**config.mk**
```make
export PLATFORM = sky130hd
export DESIGN_NAME = led_pwm_pattern_sequencer_flat
export DESIGN_NICKNAME = d
export VERILOG_FILES = /design/src/hw/rtl/lpps_pkg.sv /design/src/hw/rtl/lpps_if.sv /design/src/hw/rtl/lpps_store.sv /design/src/hw/rtl/lpps_core.sv /design/src/hw/rtl/lpps_rsp_buf.sv /design/src/hw/rtl/led_pwm_pattern_sequencer.sv /design/src/flat_wrapper.sv
export SDC_FILE = /design/constraint.sdc
export NUM_CORES = 1
export LEC_CHECK = 0
export ABC_CLOCK_PERIOD_IN_PS = 3900
export BUFFER_PORTS_ARGS = -buffer_cell sky130_fd_sc_hd__buf_2
export CORE_UTILIZATION = 60
export CTS_BUF_LIST = sky130_fd_sc_hd__clkbuf_4 sky130_fd_sc_hd__clkbuf_8
export DETAILED_ROUTE_END_ITERATION = 8
export PLACE_DENSITY = 0.76
export SYNTH_ARGS = -nofsm -noshare
export SYNTH_HDL_FRONTEND = slang
export SYNTH_SLANG_ARGS = --single-unit
```
**constraint.sdc**
```tcl
create_clock -name clock -period 3.9 [get_ports clock]
set_input_delay 0.585 -clock clock [delete_from_list [all_inputs] [get_ports clock]]
set_output_delay 0.585 -clock clock [all_outputs]
set_load 0.005 [all_outputs]
```
**src/hw/rtl/lpps_pkg.sv**
```systemverilog
// Shared constants, codes and types of the LED PWM pattern sequencer.
package lpps_pkg;

   localparam int LED_COUNT  = 8;
   localparam int MAX_STEPS  = 16;
   localparam int RSP_DEPTH  = 2;

   localparam int STEP_W     = $clog2(MAX_STEPS);
   localparam int LED_W      = 3;
   localparam int DUTY_W     = 7;
   localparam int TICK_W     = 7;
   localparam int DWELL_W    = 6;
   localparam int STEPS_W    = 5;
   localparam int PINS_W     = LED_COUNT;
   localparam int CSR_IDX_W  = 2;
   localparam int CSR_DATA_W = 7;

   localparam logic [STEPS_W-1:0] STEPS_RESET  = STEPS_W'(16);
   localparam logic [TICK_W-1:0]  PERIOD_RESET = TICK_W'(100);
   localparam logic [DWELL_W-1:0] DWELL_RESET  = DWELL_W'(50);
   localparam logic [STEP_W-1:0]  SMUDGE_SKIP  = STEP_W'(2);

   typedef enum logic [CSR_IDX_W-1:0] {
      CSR_SMUDGED = 2'd0,
      CSR_STEPS   = 2'd1,
      CSR_PERIOD  = 2'd2,
      CSR_DWELL   = 2'd3
   } csr_index_type;

   typedef enum logic {
      KIND_TICK  = 1'b0,
      KIND_WRITE = 1'b1
   } kind_type;

   typedef logic [LED_COUNT-1:0][DUTY_W-1:0] duty_row_type;

   typedef struct packed {
      logic              en;
      logic [STEP_W-1:0] step;
      logic [LED_W-1:0]  led;
      logic [DUTY_W-1:0] duty;
   } store_wr_type;

   typedef struct packed {
      logic               smudged;
      logic [STEPS_W-1:0] steps;
      logic [TICK_W-1:0]  period;
      logic [DWELL_W-1:0] dwell;
   } cfg_type;

   typedef struct packed {
      logic [PINS_W-1:0] led_pins;
      logic [STEP_W-1:0] step_index;
   } result_type;

endpackage

```
**src/hw/rtl/lpps_if.sv**
```systemverilog
// Request and response channel interfaces of the LED PWM pattern sequencer.
interface lpps_req_if;
   import lpps_pkg::*;

   logic              valid;
   logic              ready;
   logic              kind;
   logic [STEP_W-1:0] entry_step;
   logic [LED_W-1:0]  entry_led;
   logic [DUTY_W-1:0] entry_duty;

   modport source (output valid, kind, entry_step, entry_led, entry_duty, input ready);
   modport sink   (input valid, kind, entry_step, entry_led, entry_duty, output ready);
endinterface

interface lpps_rsp_if;
   import lpps_pkg::*;

   logic              valid;
   logic              ready;
   logic [PINS_W-1:0] led_pins;
   logic [STEP_W-1:0] step_index;

   modport source (output valid, led_pins, step_index, input ready);
   modport sink   (input valid, led_pins, step_index, output ready);
endinterface

```
**src/hw/rtl/lpps_store.sv**
```systemverilog
// Pattern store: one row of duties per step, written one LED at a time.
module lpps_store (
   input  logic                         clock,
   input  logic                         reset,
   input  lpps_pkg::store_wr_type       wr_i,
   input  logic [lpps_pkg::STEP_W-1:0]  rd_step_i,
   output lpps_pkg::duty_row_type       row_o
);
   import lpps_pkg::*;

   duty_row_type rows_ff [MAX_STEPS];

   always_ff @(posedge clock) begin
      if (reset) begin
         for (int s = 0; s < MAX_STEPS; s++) begin
            rows_ff[s] <= '0;
         end
      end else if (wr_i.en) begin
         rows_ff[wr_i.step][wr_i.led] <= wr_i.duty;
      end
   end

   assign row_o = rows_ff[rd_step_i];

endmodule

```
**src/hw/rtl/lpps_core.sv**
```systemverilog
// Tick engine: pin levels, tick and dwell counters, step sequencing.
module lpps_core (
   input  logic                         clock,
   input  logic                         reset,
   input  logic                         tick_i,
   input  lpps_pkg::cfg_type            cfg_i,
   input  lpps_pkg::duty_row_type       row_i,
   output logic [lpps_pkg::STEP_W-1:0]  rd_step_o,
   output lpps_pkg::result_type         result_o
);
   import lpps_pkg::*;

   logic [TICK_W-1:0]  tick_ff,    tick_in;
   logic [DWELL_W-1:0] dwell_ff,   dwell_in;
   logic [STEP_W-1:0]  step_ff,    step_in;
   logic               wrapped_ff, wrapped_in;
   logic [PINS_W-1:0]  pins_ff,    pins_in;

   logic [STEP_W-1:0]  cur_step;
   logic [TICK_W-1:0]  tick_nxt;
   logic [STEPS_W-1:0] eff_steps;
   logic [STEP_W-1:0]  last_step;
   logic [PINS_W-1:0]  pins_tick;

   // Smudged skip: after the first wrap, steps zero and one are jumped over.
   always_comb begin
      if (cfg_i.smudged && wrapped_ff && (step_ff < SMUDGE_SKIP)) begin
         cur_step = step_ff + SMUDGE_SKIP;
      end else begin
         cur_step = step_ff;
      end
   end

   assign rd_step_o = cur_step;

   // Pin p follows the duty of LED LED_COUNT-1-p.
   always_comb begin
      pins_tick = pins_ff;
      for (int p = 0; p < LED_COUNT; p++) begin
         if (tick_ff == '0 && row_i[LED_COUNT-1-p] != '0) begin
            pins_tick[p] = 1'b1;
         end else if (tick_ff == row_i[LED_COUNT-1-p]) begin
            pins_tick[p] = 1'b0;
         end
      end
   end

   always_comb begin
      if (cfg_i.steps == '0) begin
         eff_steps = STEPS_W'(1);
      end else if (cfg_i.steps > STEPS_W'(MAX_STEPS)) begin
         eff_steps = STEPS_W'(MAX_STEPS);
      end else begin
         eff_steps = cfg_i.steps;
      end
      last_step = STEP_W'(eff_steps - STEPS_W'(1));
   end

   assign tick_nxt = tick_ff + TICK_W'(1);

   always_comb begin
      tick_in    = tick_ff;
      dwell_in   = dwell_ff;
      step_in    = step_ff;
      wrapped_in = wrapped_ff;
      pins_in    = pins_ff;
      if (tick_i) begin
         pins_in = pins_tick;
         step_in = cur_step;
         tick_in = tick_nxt;
         if (tick_nxt >= cfg_i.period) begin
            tick_in = '0;
            if (dwell_ff >= cfg_i.dwell) begin
               dwell_in = '0;
               // Wrap also covers a step pushed past the end by the skip.
               if (cur_step >= last_step) begin
                  step_in    = '0;
                  wrapped_in = 1'b1;
               end else begin
                  step_in = cur_step + STEP_W'(1);
               end
            end else begin
               dwell_in = dwell_ff + DWELL_W'(1);
            end
         end
      end
   end

   always_ff @(posedge clock) begin
      if (reset) begin
         tick_ff    <= '0;
         dwell_ff   <= '0;
         step_ff    <= '0;
         wrapped_ff <= 1'b0;
         pins_ff    <= '0;
      end else begin
         tick_ff    <= tick_in;
         dwell_ff   <= dwell_in;
         step_ff    <= step_in;
         wrapped_ff <= wrapped_in;
         pins_ff    <= pins_in;
      end
   end

   assign result_o.led_pins   = pins_in;
   assign result_o.step_index = step_in;

   a_write_holds_step: assert property (@(posedge clock) disable iff (reset)
      !tick_i |=> $stable(step_ff))
      else $error("step moved without a tick");

   a_write_holds_pins: assert property (@(posedge clock) disable iff (reset)
      !tick_i |=> $stable(pins_ff))
      else $error("pins moved without a tick");

   a_wrap_sticky: assert property (@(posedge clock) disable iff (reset)
      !$fell(wrapped_ff))
      else $error("wrap mark cleared outside reset");

endmodule

```
**src/hw/rtl/lpps_rsp_buf.sv**
```systemverilog
// Two-entry result buffer between the tick engine and the response channel.
module lpps_rsp_buf (
   input  logic                  clock,
   input  logic                  reset,
   input  logic                  push_i,
   input  lpps_pkg::result_type  data_i,
   input  logic                  pop_i,
   output logic                  valid_o,
   output logic                  not_full_o,
   output lpps_pkg::result_type  data_o
);
   import lpps_pkg::*;

   localparam int PTR_W = $clog2(RSP_DEPTH);
   localparam int CNT_W = $clog2(RSP_DEPTH + 1);

   result_type         buf_ff [RSP_DEPTH];
   logic [PTR_W-1:0]   wr_ptr_ff, wr_ptr_in;
   logic [PTR_W-1:0]   rd_ptr_ff, rd_ptr_in;
   logic [CNT_W-1:0]   count_ff,  count_in;

   function automatic logic [PTR_W-1:0] ptr_inc(input logic [PTR_W-1:0] ptr);
      if (ptr == PTR_W'(RSP_DEPTH - 1)) begin
         return '0;
      end
      return ptr + PTR_W'(1);
   endfunction

   always_comb begin
      wr_ptr_in = push_i ? ptr_inc(wr_ptr_ff) : wr_ptr_ff;
      rd_ptr_in = pop_i  ? ptr_inc(rd_ptr_ff) : rd_ptr_ff;
      count_in  = count_ff;
      if (push_i && !pop_i) begin
         count_in = count_ff + CNT_W'(1);
      end else if (pop_i && !push_i) begin
         count_in = count_ff - CNT_W'(1);
      end
   end

   always_ff @(posedge clock) begin
      if (reset) begin
         wr_ptr_ff <= '0;
         rd_ptr_ff <= '0;
         count_ff  <= '0;
      end else begin
         wr_ptr_ff <= wr_ptr_in;
         rd_ptr_ff <= rd_ptr_in;
         count_ff  <= count_in;
      end
   end

   always_ff @(posedge clock) begin
      if (push_i) begin
         buf_ff[wr_ptr_ff] <= data_i;
      end
   end

   assign valid_o    = count_ff != '0;
   assign not_full_o = count_ff != CNT_W'(RSP_DEPTH);
   assign data_o     = buf_ff[rd_ptr_ff];

   a_count_bound: assert property (@(posedge clock) disable iff (reset)
      count_ff <= CNT_W'(RSP_DEPTH))
      else $error("result buffer count out of range");

   a_no_push_full: assert property (@(posedge clock) disable iff (reset)
      count_ff == CNT_W'(RSP_DEPTH) |-> !push_i)
      else $error("push into a full result buffer");

   a_no_pop_empty: assert property (@(posedge clock) disable iff (reset)
      pop_i |-> count_ff != '0)
      else $error("pop from an empty result buffer");

   a_push_grows: assert property (@(posedge clock) disable iff (reset)
      push_i && !pop_i |=> count_ff == $past(count_ff) + CNT_W'(1))
      else $error("result buffer lost a transfer");

endmodule

```
**src/hw/rtl/led_pwm_pattern_sequencer.sv**
```systemverilog
// Top level of the eight-channel LED PWM pattern sequencer.
// Takes one request per clock and returns one response per request, in order.
// A tick request updates the pins, counters and step in the cycle it transfers,
// from a row of the pattern store read in the same cycle; a write request stores
// one duty and echoes the current pins and step. Responses wait in a two-entry
// buffer, so req_chan.ready stays high under a continuous flow and drops only
// while two responses are held unread. The pattern store clears at reset with
// no clearing pass; requests are taken from the first cycle after reset.
module led_pwm_pattern_sequencer (
   input  logic                            clock,
   input  logic                            reset,
   input  logic                            csr_wr_en,
   input  logic [lpps_pkg::CSR_IDX_W-1:0]  csr_index,
   input  logic [lpps_pkg::CSR_DATA_W-1:0] csr_wr_data,
   lpps_req_if.sink                        req_chan,
   lpps_rsp_if.source                      rsp_chan
);
   import lpps_pkg::*;

   cfg_type      cfg_ff;
   store_wr_type store_wr;
   duty_row_type row;
   logic [STEP_W-1:0] rd_step;
   result_type   result;
   result_type   rsp_data;
   logic         req_xfer;
   logic         tick;
   logic         not_full;
   logic         rsp_valid;

   always_ff @(posedge clock) begin
      if (reset) begin
         cfg_ff.smudged <= 1'b0;
         cfg_ff.steps   <= STEPS_RESET;
         cfg_ff.period  <= PERIOD_RESET;
         cfg_ff.dwell   <= DWELL_RESET;
      end else if (csr_wr_en) begin
         case (csr_index_type'(csr_index))
            CSR_SMUDGED: cfg_ff.smudged <= csr_wr_data[0];
            CSR_STEPS:   cfg_ff.steps   <= csr_wr_data[STEPS_W-1:0];
            CSR_PERIOD:  cfg_ff.period  <= csr_wr_data[TICK_W-1:0];
            CSR_DWELL:   cfg_ff.dwell   <= csr_wr_data[DWELL_W-1:0];
            default: ;
         endcase
      end
   end

   assign req_chan.ready = not_full;
   assign req_xfer       = req_chan.valid && not_full;
   assign tick           = req_xfer && (kind_type'(req_chan.kind) == KIND_TICK);

   assign store_wr.en   = req_xfer && (kind_type'(req_chan.kind) == KIND_WRITE);
   assign store_wr.step = req_chan.entry_step;
   assign store_wr.led  = req_chan.entry_led;
   assign store_wr.duty = req_chan.entry_duty;

   lpps_store u_store (
      .clock     (clock),
      .reset     (reset),
      .wr_i      (store_wr),
      .rd_step_i (rd_step),
      .row_o     (row)
   );

   lpps_core u_core (
      .clock     (clock),
      .reset     (reset),
      .tick_i    (tick),
      .cfg_i     (cfg_ff),
      .row_i     (row),
      .rd_step_o (rd_step),
      .result_o  (result)
   );

   lpps_rsp_buf u_rsp_buf (
      .clock      (clock),
      .reset      (reset),
      .push_i     (req_xfer),
      .data_i     (result),
      .pop_i      (rsp_valid && rsp_chan.ready),
      .valid_o    (rsp_valid),
      .not_full_o (not_full),
      .data_o     (rsp_data)
   );

   assign rsp_chan.valid      = rsp_valid;
   assign rsp_chan.led_pins   = rsp_data.led_pins;
   assign rsp_chan.step_index = rsp_data.step_index;

endmodule
```
**src/flat_wrapper.sv**
```systemverilog
// flat-port wrapper written by rule: the top's interface ports become plain ports
module led_pwm_pattern_sequencer_flat import lpps_pkg::*;
  (clock, reset, csr_wr_en, csr_index, csr_wr_data, req_chan_valid, req_chan_kind, req_chan_entry_step, req_chan_entry_led, req_chan_entry_duty, req_chan_ready, rsp_chan_valid, rsp_chan_led_pins, rsp_chan_step_index, rsp_chan_ready);
  lpps_req_if req_chan_i ();
  lpps_rsp_if rsp_chan_i ();
  input  logic clock;
  input  logic reset;
  input  logic csr_wr_en;
  input  logic [lpps_pkg::CSR_IDX_W-1:0] csr_index;
  input  logic [lpps_pkg::CSR_DATA_W-1:0] csr_wr_data;
  input wire logic [$bits(req_chan_i.valid)-1:0] req_chan_valid;
  input wire logic [$bits(req_chan_i.kind)-1:0] req_chan_kind;
  input wire logic [$bits(req_chan_i.entry_step)-1:0] req_chan_entry_step;
  input wire logic [$bits(req_chan_i.entry_led)-1:0] req_chan_entry_led;
  input wire logic [$bits(req_chan_i.entry_duty)-1:0] req_chan_entry_duty;
  output wire logic [$bits(req_chan_i.ready)-1:0] req_chan_ready;
  output wire logic [$bits(rsp_chan_i.valid)-1:0] rsp_chan_valid;
  output wire logic [$bits(rsp_chan_i.led_pins)-1:0] rsp_chan_led_pins;
  output wire logic [$bits(rsp_chan_i.step_index)-1:0] rsp_chan_step_index;
  input wire logic [$bits(rsp_chan_i.ready)-1:0] rsp_chan_ready;
  assign req_chan_i.valid = req_chan_valid;
  assign req_chan_i.kind = req_chan_kind;
  assign req_chan_i.entry_step = req_chan_entry_step;
  assign req_chan_i.entry_led = req_chan_entry_led;
  assign req_chan_i.entry_duty = req_chan_entry_duty;
  assign req_chan_ready = req_chan_i.ready;
  assign rsp_chan_valid = rsp_chan_i.valid;
  assign rsp_chan_led_pins = rsp_chan_i.led_pins;
  assign rsp_chan_step_index = rsp_chan_i.step_index;
  assign rsp_chan_i.ready = rsp_chan_ready;
  led_pwm_pattern_sequencer u_core (.clock(clock), .reset(reset), .csr_wr_en(csr_wr_en), .csr_index(csr_index), .csr_wr_data(csr_wr_data), .req_chan(req_chan_i), .rsp_chan(rsp_chan_i));
endmodule
```
==> summary.md, run 1 <==
| Metric | Value |
|---|---|
| Status | `complete, no violations` |
| Initial Util | `between 60% and 70%` |
| Compound-gate portion of the synthesized area | `roughly 5.5%` |
| DRC violations left | `0` |
| CP Max Fanout | `20` |
| Final-report setup violation count | `0` |
| Cell area after synthesis | `about 46000 µm²` |
| Top post-synthesis cells by area | `edfxtp_1, and2_1, mux4_2` |
| Power Density | `446.7 nW/µm²` |
| Register area share after synthesis | `between 60% and 70%` |
| Hold violation total from the final report | `0` |
| Commonest non-fill, non-tap cell in the layout | `edfxtp_1` |
| Dpl hpwl | `a little over 70 mm` |
| Clock network power share | `39.2%` |
| Comb power frac | `8.5%` |
| Non-filler cells, final | `approximately 4500` |
| Area delta synth->final | `11.62%` |
| Avg Cell Area, Syn | `around 14 µm²` |
| Clk sinks | `a little under 1000` |
| Yosys cell types | `55` |
| Post-synthesis instance total | `roughly 3300` |
| Die area | `between 70000 and 80000 µm²` |
| Hold WC Path Type | `in2reg` |
| DIE HEIGHT | `278.3 µm` |
| I/O pins | `43` |
| Gp weighted congestion | `between 0.9 and 1` |
| Share of the synthesized area in the top cell type | `between 60% and 70%` |
| Main combinational cell family by area after synthesis | `simple AND/OR/NAND/NOR gates` |
| Main flop type after synthesis | `edfxtp_1` |
| Worst rel slew slack | `22.40%` |
| First-pass GRT wire length | `179.3 mm` |
| Root Driver | `clkbuf_8` |
| DRT Pass-1 Iters | `6` |
| Fmax achieved | `roughly 270 MHz` |
| RSZ-0062 raised after global routing | `false` |
| FFs w/ async S/R, synth | `0%` |
| Slew @ Worst Pin | `1152 ps` |
| CTS tree | `done` |
| Post-synthesis mux area share | `11.60%` |
| Worst Setup Start Kind | `flip-flop` |
| Leak | `18.84 nW` |
| Ys Warns | `0` |
| DIE WIDTH | `around 280 µm` |
| # rows | `100` |
| Number of synthesized flops with an enable pin | `slightly above 900` |
| Xor-xnor portion of the synthesized cell area | `less than 1%` |
| Worst endpoint required time | `4410 ps` |
| Port-buffer cells | `42` |
| Tot Pwr | `~23 mW` |
| Switch share | `23.93%` |
| Max-cap violations | `0` |
| Share of cells above drive strength 1 | `between 20% and 30%` |
| CTS Buf Count | `roughly 160` |
| Most frequent cells in the layout | `edfxtp_1, and2_1, mux4_2` |
| Nets | `around 3500` |
| CP Data Arrival Time | `4210 ps` |
| Final WL | `118.8 mm` |
| VDD IR max | `between 0.0003 and 0.0004 V` |
| GRT Util Overall | `around 31%` |
| Via count | `28940` |
| Final period util | `94.80%` |
| Grt ovf | `0` |
| H-tree depth | `4` |
| Switching pwr | `~5.5 mW` |
| Largest net degree at the start of global routing | `about 150` |
| Crit path time final | `approximately 3700 ps` |
| Vias per Instance | `approximately 6.4` |
| Max clock buf depth | `3` |
| Skew final | `roughly 34 ps` |
| Skew-Pair Late Insertion Delay | `just over 800 ps` |
| Detailed Route Iter0 Violations | `3537` |
| Seq pwr share | `between 50% and 60%` |
| Post-Syn Nets | `3327` |
| Post-Synth Simple-Gate Area | `around 17%` |
| Antenna violations before repair | `5` |
| Flops & latches, synth | `a little under 1000` |
| Detail Route Antenna Nets | `0` |
| Cell-internal power | `~17 mW` |
| Clk slew on worst S/H paths | `approximately 70 ps` |
| Vias in the first global route | `between 20000 and 30000` |
| Routed length per instance | `between 20 and 30 µm` |
| Cells after DPL | `4212` |
| Slew Limit Fails | `0` |
| Adder-cell share of the synthesized area | `less than 1%` |
| Post-synth top area cell | `edfxtp_1` |
| Core footprint | `74950 µm²` |
| Worst Setup Path Type | `reg2reg` |
| Worst Setup End Kind | `flip-flop` |
per-stage QoR:
step	hold slack (ps)	worst slack (ps)	area (µm²)	utilization, %	TNS, ps
detailed placement	459.7	-98.04	47880	63.89	-520.4
global placement	449.9	95.70	47880	63.89	0
floorplan	436.3	549.7	45790	-	0
global route	24.57	37.69	51120	68.20	0
finish	46.51	202.7	51120	68.20	0
CTS	2.884	135.6	51090	68.17	0
Yosys cell counts (6+ instances only):
cell	instances
a31oi_1	6
clkbuf_1	193
nand3_1	27
o21ai_0	125
buf_2	50
ha_1	23
a22oi_1	96
mux2i_1	13
dfxtp_1	50
a22o_1	16
xor2_1	9
nand2b_1	6
o31ai_1	8
inv_1	27
or4_1	28
o22ai_1	8
nor2_1	162
nor4_2	8
edfxtp_1	920
mux4_2	224
mux2_2	12
o21a_1	11
buf_1	11
and2_1	843
and3_1	91
o41ai_2	8
o211ai_1	16
nor3_1	19
a21o_1	18
o21ai_1	8
a21oi_1	52
nor2b_1	7
nand2_1	121
or2_0	9
cells by family (layout without fill, tap and decap cells):
| group | Yosys count | count (layout) |
|---|---|---|
| adders and majority gates | 23 | 23 |
| xor gates and xnor gates | 14 | 14 |
| AOI/OAI and AO/OA | 383 | 383 |
| and+or+nand+nor | 1341 | 1343 |
| DFF | 970 | 970 |
| other | 0 | 3 |
| muxes | 249 | 249 |
| buffers and inverters | 295 | 549 |
worst max-delay path: stages (launching register included):
cell and delay (ps):
dfxtp_1 490, ha_1 200, a31oi_1 100, buf_4 210, nor2_4 690, buf_4 370
a22oi_1 140, and3_1 190, or4_1 520, nor4_2 340, o21ai_1 120
state kept, by name, summed over array words and instances, names as in the netlist, 2 cells and up, named ones only:
| register | cells |
|---|---|
| u_core.u_core.tick_ff | 7 |
| u_core.u_core.step_ff | 4 |
| u_core.u_core.pins_ff | 8 |
| u_core.u_rsp_buf.count_ff | 2 |
| u_core.u_store.rows_ff | 896 |
| u_core.u_core.dwell_ff | 6 |
| u_core.u_rsp_buf.buf_ff | 24 |
| u_core.cfg_ff | 19 |
final timing paths:
path                            depth (start not counted)  slack (ps)                           startpoint                                 endpoint
worst max register to register                         10         200  u_core.u_core.step_ff[2]$_SDFF_PP0_  u_core.u_rsp_buf.buf_ff[1][6]$_DFFE_PP_
worst min register to register                          2         470       u_core.cfg_ff[10]$_SDFFE_PP0P_           u_core.cfg_ff[10]$_SDFFE_PP0P_
worst max-delay path                                   10         200  u_core.u_core.step_ff[2]$_SDFF_PP0_  u_core.u_rsp_buf.buf_ff[1][6]$_DFFE_PP_
worst min-delay path                                    3          50                       csr_wr_data[5]           u_core.cfg_ff[11]$_SDFFE_PP1P_
metal layers:
| metal | up-vias | global-route usage [%] | wire length, µm |
|---|---|---|---|
| met4 | 0 | 11.36 | 3897 |
| met2 | 1720 | 48.99 | 56070 |
| li1 | 12450 | - | - |
| met3 | 279 | 7.925 | 13660 |
| met5 | - | 0 | 0 |
| met1 | 14490 | 42.77 | 45170 |
power groups by stage:
| stage | Clock (mW) | Sequential, mW | Combinational, mW |
|---|---|---|---|
| after floorplan | 0 | 12.1 | 1.12 |
| after global placement | 0 | 12.1 | 1.84 |
| after detailed placement | 0 | 12.2 | 1.89 |
| after CTS | 9.02 | 11.9 | 1.90 |
| after global routing | 9.44 | 12.0 | 2.02 |
| final | 8.95 | 12.0 | 1.93 |
repair_timing:
item	in CTS	in global routing
setup endpoints to repair	12	6
pin swaps	2	1
gates cloned	2	0
setup buffers	1	2
resized for setup	1	0
hold endpoints to repair	2	0
hold buffers	2	0
area by class of cell:
cell class              count  area (µm²)
diodes                      3       7.507
clock buffers             205        2596
clock inverters            76       563.0
fillers                  5005       23830
inverters                  31       118.9
multi-input cells        2012       16030
flip-flops and latches    970       28630
well taps                 969        1212
repair buffers            237        1958
Power figures use the tool's default switching activity.
==> inputs of run 2 (changes only) <==
--- a/config.mk
+++ b/config.mk
@@ -11,6 +11,7 @@
 export CTS_BUF_LIST = sky130_fd_sc_hd__clkbuf_4 sky130_fd_sc_hd__clkbuf_8
 export DETAILED_ROUTE_END_ITERATION = 8
 export PLACE_DENSITY = 0.76
+export RECOVER_POWER = 100
 export SYNTH_ARGS = -nofsm -noshare
 export SYNTH_HDL_FRONTEND = slang
 export SYNTH_SLANG_ARGS = --single-unit
==> summary.md, run 2 (synthesis results as in run 1) <==
| Metric | Value |
|---|---|
| Pre-CTS setup slack | `-98.04 ps` |
| Via count | `between 20000 and 30000` |
| CTS tree | `done` |
| RSZ-0062 raised after global routing | `false` |
| GRT Util Overall | `between 30% and 40%` |
| Slew Limit Fails | `141` |
| Finished layout cell area | `50590 µm²` |
| Post-layout util | `67.50%` |
| Grt ovf | `0` |
| Share of cells above drive strength 1 | `approximately 17%` |
| WL met2 | `roughly 56 mm` |
| Hold WC Path Type | `in2reg` |
| Worst Setup End Kind | `flip-flop` |
| Clk sinks | `970` |
| Met1 WL | `~45 mm` |
| Buf/Inv on CP | `2` |
| Detailed Route Iter0 Violations | `about 3500` |
| Worst Slack Setup Final | `approximately 120 ps` |
| CP Max Fanout | `14` |
| Antenna violations before repair | `6` |
| Largest Register | `u_core.u_store.rows_ff` |
| CP Data Arrival Time | `about 4300 ps` |
| Die area | `between 70000 and 80000 µm²` |
| H-tree depth | `4` |
| Hold violation total from the final report | `0` |
| Worst endpoint required time | `~4400 ps` |
| Max clock buf depth | `3` |
| Max layer used | `met4` |
| Failing checks | `max-capacitance violations, max-slew violations` |
| DRC violations left | `0` |
| Final period util | `96.97%` |
| Largest net degree at the start of global routing | `between 100 and 150` |
| Biggest regs | `u_core.u_store.rows_ff x896, u_core.u_rsp_buf.buf_ff x24, u_core.cfg_ff x19` |
| Most frequent cells in the layout | `edfxtp_1, and2_0, and2_1` |
| Final WL | `between 100 and 150 mm` |
| Initial Util | `around 61%` |
| VDD IR max | `roughly 0.00034 V` |
| Cells along the critical path | `and3b_1, a31oi_1, inv_2, nor2_2, clkbuf_4, a22oi_1, and3_1, or4_1, nor4_1, o21ai_0` |
| DRT Pass-1 Iters | `7` |
| DIE HEIGHT | `about 280 µm` |
| Setup total negative slack | `0 ps` |
| Post-DP Area | `approximately 48000 µm²` |
| Slew @ Worst Pin | `roughly 2800 ps` |
| Routed length per instance | `26.38 µm` |
| First-pass GRT wire length | `around 180 mm` |
| Family with the most delay on the worst path | `simple AND/OR/NAND/NOR gates` |
| Gp weighted congestion | `around 0.9` |
| Worst Setup Path Type | `reg2reg` |
| Fmax achieved | `roughly 260 MHz` |
| Final-report setup violation count | `0` |
| Detail Route Antenna Nets | `0` |
| Root Driver | `clkbuf_8` |
| Nets | `~3500` |
| Max-cap violations | `6` |
| CTS Buf Count | `156` |
| Area delta synth->final | `10.48%` |
| Filler cells | `a little over 5000` |
| Status | `complete, but fails checks` |
| Vias per Instance | `6.448` |
| Skew final | `35.73 ps` |
| Commonest non-fill, non-tap cell in the layout | `edfxtp_1` |
| Worst rel slew slack | `-88.50%` |
| Slowest stage cell on the critical path | `or4_1` |
| Clk slew on worst S/H paths | `around 70 ps` |
| Port-buffer cells | `between 40 and 50` |
| Skew-Pair Late Insertion Delay | `approximately 820 ps` |
| Worst Setup Start Kind | `flip-flop` |
| Max reg flops | `approximately 900` |
| Dpl hpwl | `around 73 mm` |
| Power Density | `roughly 450 nW/µm²` |
| Leak | `roughly 18 nW` |
| Vias in the first global route | `29010` |
| I/O pins | `43` |
| Crit path time final | `3782 ps` |
| DIE WIDTH | `278.3 µm` |
| # rows | `100` |
| Routed wl met3 | `roughly 13 mm` |
| Largest stage delay on the critical path | `490 ps` |
| Core footprint | `between 70000 and 80000 µm²` |
run 2: worst min-delay path: stages:
cell	delay [ps]
buf_2	110
nand2_1	50
o211ai_1	80
run 2: worst paths after layout:
path,from,endpoint,slack [ps],cells past startpoint
setup / recovery,u_core.u_core.step_ff[1]$_SDFF_PP0_,u_core.u_rsp_buf.buf_ff[0][8]$_DFFE_PP_,120,10
hold / removal,csr_wr_data[5],u_core.cfg_ff[11]$_SDFFE_PP1P_,40,3
setup reg to reg,u_core.u_core.step_ff[1]$_SDFF_PP0_,u_core.u_rsp_buf.buf_ff[0][8]$_DFFE_PP_,120,10
hold reg to reg,u_core.cfg_ff[10]$_SDFFE_PP0P_,u_core.cfg_ff[10]$_SDFFE_PP0P_,470,2
run 2: power by group:
group	leakage, nW	total, mW	switching [mW]	internal [mW]
combinational	6.21	1.86	1.23	0.632
sequential	9.89	12.0	0.160	11.8
clock	1.65	8.95	4.08	4.87
total	17.8	22.8	5.47	17.3
run 2: layer usage:
| metal | vias up | global-route usage (%) |
|---|---|---|
| met5 | - | 0 |
| met2 | 1702 | 48.99 |
| met1 | 14610 | 42.77 |
| li1 | 12450 | - |
| met3 | 285 | 7.925 |
| met4 | 0 | 11.36 |
run 2: stage by stage:
stage | instances | hold WS, ps | total power [mW]
global placement | 4212 | 449.9 | 13.98
global route | 4503 | 24.57 | 23.37
floorplan | 3275 | 436.3 | 13.20
CTS | 4498 | 2.884 | 22.87
detailed placement | 4212 | 459.7 | 14.05
finish | 4505 | 43.55 | 22.77
run 2: layout make-up:
cell class | count | area [µm²] | share of cell area, %
Clock buffer | 205 | 2596 | 5.132
Multi-Input combinational cell | 2012 | 16010 | 31.65
Timing Repair Buffer | 237 | 1448 | 2.861
Clock inverter | 76 | 563.0 | 1.113
Antenna cell | 5 | 12.51 | 0.02473
Sequential cell | 970 | 28630 | 56.59
Tap cell | 969 | 1212 | 2.396
Inverter | 31 | 117.6 | 0.2325
run 2: repair_timing:
item,in CTS,in global routing
gates resized for setup,1,0
hold buffers,2,0
endpoints found under the hold margin,2,0
setup endpoints to repair,12,6
pin swaps,2,1
buffers inserted,1,2
cloned,2,0
